**src/rtl/core/vertex_normal_accumulator_unit_assert.svh**
```systemverilog
// Assertion macros shared by the vertex normal accumulator RTL.
`ifndef VERTEX_NORMAL_ACCUMULATOR_UNIT_ASSERT_SVH
`define VERTEX_NORMAL_ACCUMULATOR_UNIT_ASSERT_SVH

// Consequent checked in the same cycle as the antecedent.
`define VNACC_ASSERT_SAME(lbl, clk, rst_n, ante, cons, msg) \
    lbl: assert property (@(posedge clk) disable iff (!rst_n) (ante) |-> (cons)) \
        else $error(msg);

// Consequent checked in the cycle after the antecedent.
`define VNACC_ASSERT_NEXT(lbl, clk, rst_n, ante, cons, msg) \
    lbl: assert property (@(posedge clk) disable iff (!rst_n) (ante) |=> (cons)) \
        else $error(msg);

`endif

```
**src/rtl/core/vnacc_ram.sv**
```systemverilog
// Generic single-write, single-read RAM with registered read data.
module vnacc_ram #(
    parameter int WIDTH = 8,
    parameter int DEPTH = 16
) (
    input  logic                     clk,
    input  logic                     we,
    input  logic [$clog2(DEPTH)-1:0] waddr,
    input  logic [WIDTH-1:0]         wdata,
    input  logic [$clog2(DEPTH)-1:0] raddr,
    output logic [WIDTH-1:0]         rdata
);

    logic [WIDTH-1:0] mem [DEPTH];

    always_ff @(posedge clk)
    begin
        if (we)
        begin
            mem[waddr] <= wdata;
        end
        rdata <= mem[raddr];
    end

endmodule

```
**config.mk**
```make
export PLATFORM = sky130hd
export DESIGN_NAME = vnacc_ram
export DESIGN_NICKNAME = d
export VERILOG_FILES = /design/src/rtl/core/vertex_normal_accumulator_unit_assert.svh /design/src/rtl/core/vnacc_ram.sv
export SDC_FILE = /design/constraint.sdc
export NUM_CORES = 1
export LEC_CHECK = 0
export BUFFER_PORTS_ARGS = -buffer_cell sky130_fd_sc_hd__buf_4
export CELL_PAD_IN_SITES_DETAIL_PLACEMENT = 1
export CELL_PAD_IN_SITES_GLOBAL_PLACEMENT = 2
export CORE_MARGIN = 3
export CORE_UTILIZATION = 45
export CTS_BUF_LIST = sky130_fd_sc_hd__clkbuf_16
export CTS_CLUSTER_DIAMETER = 150
export DETAILED_ROUTE_END_ITERATION = 10
export PLACE_DENSITY_LB_ADDON = 0.3
export SLEW_MARGIN = 20
export SYNTH_ARGS = -nofsm -noshare
export SYNTH_HDL_FRONTEND = slang
export SYNTH_SLANG_ARGS = --single-unit
```
**constraint.sdc**
```tcl
create_clock -name clk -period 2.2 [get_ports clk]
set_clock_uncertainty 0.15 [all_clocks]
set_input_delay 0.44 -clock clk [delete_from_list [all_inputs] [get_ports clk]]
set_output_delay 0.44 -clock clk [all_outputs]
set_load 0.1 [all_outputs]
```
==> results by group <==
Status
  • Status: finished, final reports clean

Logic synthesis
  • Gate Count Post-Synth: between 200 and 250
  • Mean cell area of the mapped netlist: 22.48 sq um
  • Largest family of logic cells by synthesized area: multiplexers
  • Netlist cell types: 19
  • Syn nets: roughly 250
  • Fraction of the mapped netlist area in adder cells: 0%
  • Synthesized area: around 0.005 sq mm
  • Simple-Gate Fraction of Synth Area: approximately 3.2%
  • Fraction of the yosys area taken by sequential cells: 77.78%
  • Post-Synth XOR/XNOR Area: 0%
  • Yosys warns: 0
  • Number of synthesized register bits: 136
  • Compound-gate portion of the synthesized area: between 2 and 2.5%
  • Post-synthesis mux area share: roughly 15%

Floorplan
  • Full die area: between 0.01 and 0.015 sq mm
  • Initial Utilization: 46.67%
  • Die Wd: about 110 um
  • I/O pin count: 26
  • Height of the die: between 100 and 150 um
  • CORE AREA: between 0.01 and 0.015 sq mm
  • Row cnt: 38

Clocking
  • # hold bufs at CTS: 0
  • Root buffer cell: clkbuf_16
  • Clock Path Buffers: 2
  • CTS sink cnt: 136
  • CTS buffer count: 17
  • Setup repair bufs after CTS: 0
  • CTS clock-pin slew for the worst setup and hold paths: roughly 0.06 ns
  • Post-cts sizing count: 0
  • CTS tree: done
  • H-tree levels: 4
  • Worst-skew pair later-pin latency: approximately 0.42 ns

Route
  • Drt total wl: between 10000 and 15000 um
  • Vias per Instance: between 5 and 6
  • WL/cell: 26.08 um
  • Number of DRC markers in iteration 0: approximately 220
  • Drt pass-1 iters: 4
  • Via count: roughly 2500
  • Antenna Nets Post-Route: 0
  • Remaining DRCs: 0

Global route
  • Gr ovfl total: 0
  • First-pass GRT wire length: about 18000 um
  • Vias in the first global route: between 2000 and 3000
  • Pin count of the biggest net entering global routing: 17
  • Gr usage total: ~20%
  • Antenna violations before repair: 0

Cells and area
  • Area grow syn2layout: 21.29%
  • # diodes: 0
  • Most frequent cells in the layout: 128 x edfxtp_1, 45 x buf_4, 18 x mux4_2
  • Layout Nets: 304
  • Most common cell after layout, fill and taps aside: edfxtp_1
  • Fraction of layout cells with a size suffix above 1: between 30% and 40%

Setup path
  • Critical-path top delay cell: dfxtp_1
  • Kind of critical path: reg -> out
  • Crit-path max FO: 1
  • Worst Path Arrival: ~1.1 ns
  • Critical path buffer and inverter count: 1
  • CP endpoint kind: primary output
  • Crit-path cells: buf_4
  • CP Data Required Time: 1.61 ns
  • CP Launch Type: flop
  • Worst path max stage delay: between 0.3 and 0.4 ns
  • Delay-heaviest family, CP: flip-flops

STA
  • Min Tclk post-route: between 1.5 and 2 ns
  • Rel. slew slack: approximately 72%
  • Worst Hold Slack: 0.1913 ns
  • Final period util: 77.25%
  • Fmax: between 0.5 and 0.6 GHz
  • Fin. max-slew vios: 0
  • Final setup fails: 0
  • RSZ-0062 raised after global routing: no
  • Final hold vios: 0
  • Worst-Margin Slew: roughly 0.41 ns
  • Setup tns final: 0 ns

Placement
  • Number of port buffers: 25
  • GPL Wtd Cong: 0.7003
  • DPL Wire Length: around 7200 um

Worst hold path
  • HP Class: in -> reg

Power
  • LEAKAGE: ~2.1 nW
  • Peak supply drop: 546.0 uV
  • Overall power: ~0.0063 W
  • Pwr dens: ~1000 mW/mm^2

Run
  • Max Cap Viol: 0
## path summary, 6_finish.rpt
path                   start   endpoint  slack [ns]  depth (start not counted)
setup / recovery    rdata[5]   rdata[5]        0.50                          1
hold / removal      wdata[5]  mem[1][5]        0.19                          1
setup reg to reg   mem[9][5]   rdata[5]        0.70                          3
hold reg to reg   mem[14][1]   rdata[1]        0.54                          3
## registers in the layout (all words and copies together) (netlist names)
signal  cells
rdata       8
mem       128
## layer usage
layer	global-route usage [%]	vias to the layer above	share of wire, %	routed length (um)
li1	-	1091	-	-
met1	26.35	1365	43	4901
met2	31.08	75	50	5759
met3	5.561	17	5.0	576
met4	6.891	0	1.8	210
met5	0	-	0	0
## through the flow
step                cells  utilization [%]  area [sq um]  setup slack (ns)
finish                439            56.60          6243            0.5005
detailed placement    407            51.08          5634            0.2042
global route          439            56.60          6243            0.4637
floorplan             229                -          5147            0.1171
global placement      407            51.08          5634            0.2475
CTS                   439            56.60          6243            0.4833
## power breakdown
group | switching [W] | leakage [nW] | total (W) | internal, W
logic | 0.000280 | 0.625 | 0.000423 | 0.000143
registers | 0.0000238 | 1.22 | 0.00292 | 0.00290
clock network | 0.00105 | 0.285 | 0.00292 | 0.00187
## kinds of logic after synthesis
kind of cell / after synthesis
muxes: 32
and+or+nand+nor: 35
AOI/OAI and AO/OA: 16
buffers and inverters: 10
DFF: 136
## cells in the mapped netlist
cell	count	area [sq um]
a22oi_1	16	120.1
and2_1	1	6.260
and2b_1	1	7.510
buf_2	3	15.01
buf_4	1	7.510
buf_6	3	33.78
clkdlybuf4s25_2	3	30.03
dfxtp_1	8	160.2
edfxtp_1	128	3844
mux4_1	14	367.9
mux4_2	18	405.4
nand2_1	9	33.78
nand2b_1	2	12.51
nand3_1	1	5.000
nand3b_1	2	15.01
nor2_1	13	48.80
nor2b_1	1	6.260
nor3_1	4	20.02
or3b_2	1	8.760
## area by class of cell
cell class	instances	area (sq um)
repair buffers	48	397.9
clock buffers	17	425.4
flip-flops and latches	136	4004
well taps	140	175.2
multi-input cells	83	1057
clock inverters	15	183.9
fillers	965	4787
No activity file was read; power rests on OpenSTA's default activity.
