===== src/rtl/core/vertex_normal_accumulator_unit_assert.svh =====
// Assertion macros shared by the vertex normal accumulator RTL.
`ifndef VERTEX_NORMAL_ACCUMULATOR_UNIT_ASSERT_SVH
`define VERTEX_NORMAL_ACCUMULATOR_UNIT_ASSERT_SVH

// Consequent checked in the same cycle as the antecedent.
`define VNACC_ASSERT_SAME(lbl, clk, rst_n, ante, cons, msg) \
    lbl: assert property (@(posedge clk) disable iff (!rst_n) (ante) |-> (cons)) \
        else $error(msg);

// Consequent checked in the cycle after the antecedent.
`define VNACC_ASSERT_NEXT(lbl, clk, rst_n, ante, cons, msg) \
    lbl: assert property (@(posedge clk) disable iff (!rst_n) (ante) |=> (cons)) \
        else $error(msg);

`endif


===== src/rtl/core/vnacc_pkg.sv =====
// Shared types, codes and constants of the vertex normal accumulator.
package vnacc_pkg;

    localparam int MAX_VERTICES_DEF = 1024;
    localparam int POS_BITS_DEF     = 16;

    localparam int ACC_W        = 48;
    localparam int IDX_W        = 10;
    localparam int FIELD_W      = 16;
    localparam int OUT_W        = 16;
    localparam int MUL_W        = 32;
    localparam int PROD_W       = 64;
    localparam int SUB_W        = 64;
    localparam int SHIFT_LIMIT  = 31;
    localparam int Q_FRAC       = 14;
    localparam int NUM_W        = SHIFT_LIMIT + Q_FRAC + 1;
    localparam int DIV_Q_BITS   = 15;
    localparam int SQRT_STEPS   = 32;
    localparam int STEP_W       = 5;
    localparam int CROSS_TERMS  = 6;
    localparam int SQ_TERMS     = 3;
    localparam int MIN_TRI      = 3;
    localparam int ONE_Q14      = 16384;
    localparam int LAST_COMP    = 2;

    localparam logic [1:0] DIMS_2D = 2'd2;

    typedef enum logic [1:0] {
        KIND_LOAD  = 2'd0,
        KIND_TRI   = 2'd1,
        KIND_READ  = 2'd2,
        KIND_CLEAR = 2'd3
    } kind_t;

    typedef enum logic [1:0] {
        ST_OK        = 2'd0,
        ST_BAD_INDEX = 2'd1,
        ST_FULL      = 2'd2,
        ST_FEW       = 2'd3
    } status_t;

    typedef enum logic [3:0] {
        S_IDLE,
        S_DECODE,
        S_TR_B,
        S_TR_C,
        S_TR_E,
        S_MUL,
        S_ACC_RD,
        S_ACC_WR,
        S_RD_LOAD,
        S_SHIFT,
        S_SQUARE,
        S_SQRT,
        S_DIV_INIT,
        S_DIV,
        S_RESP
    } state_t;

endpackage


===== src/rtl/core/vnacc_alu.sv =====
// Shared arithmetic unit: signed multiplier and wide subtract-compare.
module vnacc_alu (
    input  logic signed [vnacc_pkg::MUL_W-1:0]  mul_a,
    input  logic signed [vnacc_pkg::MUL_W-1:0]  mul_b,
    output logic signed [vnacc_pkg::PROD_W-1:0] product,
    input  logic        [vnacc_pkg::SUB_W-1:0]  sub_a,
    input  logic        [vnacc_pkg::SUB_W-1:0]  sub_b,
    output logic        [vnacc_pkg::SUB_W-1:0]  diff,
    output logic                                ge
);

    logic [vnacc_pkg::SUB_W:0] diff_full;

    assign product   = vnacc_pkg::PROD_W'(mul_a) * vnacc_pkg::PROD_W'(mul_b);
    assign diff_full = {1'b0, sub_a} - {1'b0, sub_b};
    assign diff      = diff_full[vnacc_pkg::SUB_W-1:0];
    assign ge        = !diff_full[vnacc_pkg::SUB_W];

endmodule


===== config.mk =====
export PLATFORM = sky130hd
export DESIGN_NAME = vnacc_alu
export DESIGN_NICKNAME = d
export VERILOG_FILES = /design/src/rtl/core/vertex_normal_accumulator_unit_assert.svh /design/src/rtl/core/vnacc_pkg.sv /design/src/rtl/core/vnacc_alu.sv
export SDC_FILE = /design/constraint.sdc
export NUM_CORES = 2
export LEC_CHECK = 0
export BUFFER_PORTS_ARGS = -buffer_cell sky130_fd_sc_hd__buf_4
export CELL_PAD_IN_SITES_DETAIL_PLACEMENT = 0
export CELL_PAD_IN_SITES_GLOBAL_PLACEMENT = 1
export CORE_MARGIN = 2
export CORE_UTILIZATION = 30
export DETAILED_ROUTE_END_ITERATION = 12
export GPL_TIMING_DRIVEN = 0
export PLACE_DENSITY_LB_ADDON = 0.2
export SLEW_MARGIN = 20
export SYNTH_ARGS = -nofsm -noshare
export SYNTH_HDL_FRONTEND = slang
export SYNTH_SLANG_ARGS = --single-unit
export TNS_END_PERCENT = 30

===== constraint.sdc =====
create_clock -name vclk -period 29.1
set_input_delay 4.365 -clock vclk [all_inputs]
set_output_delay 4.365 -clock vclk [all_outputs]
set_load 0.005 [all_outputs]

==> summary.md <==
| Metric | Value |
|---|---|
| Via density per instance | 4.84 |
| Worst setup EP type | output port |
| Layout cells sized above 1 | 0.0734 |
| RePlAce Congestion | 0.938 |
| Syn Nets | 6079 |
| Min-delay worst type | in -> out |
| Synthesized instance count | 4556 |
| Synth warn | 0 |
| HPWL Detailed | 145000 um |
| Req. time, crit path | 24.73 ns |
| Number of setup buffers added after CTS | 0 |
| Number of port buffers | 321 |
| Routed wire length | 163000 um |
| Worst Path Max Fanout | 10 |
| Yosys top cell area share | 0.537 |
| Main combinational cell family by area after synthesis | adder cells |
| Layout area overhead | 11.5% |
| Area leader, netlist | fa_1 |
| Synthesized cell area | 40400 um2 |
| Critical Path Start Type | input pin |
| Final Critical Period | 18.46 ns |
| Synth area leaders | fa_1, inv_1, and2_1, ha_1, nand2_1 |
| Total setup violations reported at the end of the flow | 0 |
| Placed Area | 45000 um2 |
| DR iter-0 viols | 1811 |
| WP data arrival | 14.09 ns |
| Num ports | 321 |
| Routed WL per cell | 24.5 um |
| Simple logic cell fraction of the synthesized area | 0.163 |
| Crit path kind | in -> out |
| Worst slew pin tran | 1.20 ns |
| DRT antenna net count | 0 |
| Total congestion overflow | 0 |
| Core ar. | 134000 um2 |
| Distinct cells, synth | 70 |
| Die area | 138000 um2 |
| RSZ-0062 raised after global routing | no |
| PnR worst setup slack | 10.64 ns |
| Clkbuf count | 0 |
| Max_cap viols | 0 |
| Die Y-Extent | 371 um |
| Setup TNS | 0 ns |
| Finished Core Util | 0.337 |
| Slew margin rel. | 0.202 |
| Post-synthesis mux area share | 0.000248 |
| Final Hold Fails | 0 |
| Final Slew Violations | 0 |
| Most common cell after layout, fill and taps aside | inv_1 |
| Sequential cell area | 0 um2 |
| Sequential cell count | 0 |
| Drc violations | 0 |
| Dpl ws | 10.47 ns |
| Final Instance Area | 45000 um2 |
| DIE WIDTH | 371 um |
| Number of global-route vias before repair | 34800 |
| Total track usage | 0.239 |
| Mean post-synth cell area | 8.87 um2 |
| Hold-fix buffer count after cts | 0 |
| Nets | 6402 |
| Rows | 134 |
| Adder-Cell Fraction of Synth Area | 0.614 |
| Largest net degree at the start of global routing | 20 |
| First-pass GRT wire length | 237000 um |
| Status | finished clean |
| CTS resizes | 0 |
| DR vias | 32200 |
| Post-synthesis xor/xnor area fraction | 0.0286 |
| Peak Freq | 54.2 MHz |
| Drt first pass iters | 5 |
| Register area share after synthesis | 0 |
| Initial core utilization | 0.302 |
| Most frequent cells in the layout | inv_1, fa_1, nand2_1, and2_1, buf_4 |
| Tcrit/Tclk final | 0.634 |
| Post-synthesis compound-gate area fraction | 0.0678 |
| Initial antenna violation count | 25 |
==> layer usage <==
layer,share of wire,vias up,track usage,wire length [um]
li1,-,13900,-,-
met1,0.40,17000,0.301,64900
met2,0.51,999,0.422,82300
met3,0.050,247,0.0237,8130
met4,0.045,10,0.0872,7270
met5,0.00043,-,0,70
==> cell type report <==
cell class                      count  area, um2
Fill cell                       14300      88600
Multi-Input combinational cell   3189      35300
Inverter                         1133       4250
Timing Repair Buffer              321       2410
Tap cell                         1768       2210
Buffer                            234        882
Antenna cell                        5       12.5
==> metrics by stage <==
stage	hold slack, ns	cells
after floorplan	8.85	4556
after global placement	9.07	6645
after detailed placement	9.07	6645
after CTS	9.07	6645
after global routing	9.09	6646
final	9.07	6650
==> path summary, 6_finish.rpt <==
path              slack (ns)  depth (start not counted)           to      from
setup / recovery       10.64                         27  product[63]  mul_b[5]
hold / removal          9.07                          4      diff[0]  sub_b[0]
==> cells by family after synthesis <==
kind of cell | Yosys count
AOI/OAI and AO/OA | 405
xor gates and xnor gates | 132
adders and majority gates | 1331
and+or+nand+nor | 1320
buffers and inverters | 1367
muxes | 1
==> Yosys cell counts (all sizes together) (20+ instances only) <==
cell,number
nor3,22
a21o,87
xnor2,90
a31oi,25
xor2,42
and2,500
clkbuf,234
inv,1133
nand2b,23
nand3,33
fa,1083
o21bai,24
ha,248
nand4,21
a21oi,123
nand2,581
nor2,85
and3,20
o21ai,69
==> worst max-delay path, cell delays in order <==
cell	delay, ns
buf_4	0.17
clkbuf_1	0.85
nand2_1	0.31
inv_1	0.17
fa_1	0.47
inv_1	0.18
fa_1	0.44
inv_1	0.23
fa_1	0.51
fa_1	0.96
inv_1	0.46
fa_1	0.59
fa_1	0.56
fa_1	0.43
fa_1	0.52
inv_1	0.04
ha_1	0.36
a21oi_1	0.17
nor2_1	0.05
nor2_1	0.24
nand3_1	0.23
a211oi_2	0.55
o31ai_1	0.24
a221oi_2	0.42
o21ai_1	0.22
xnor2_1	0.17
buf_4	0.14
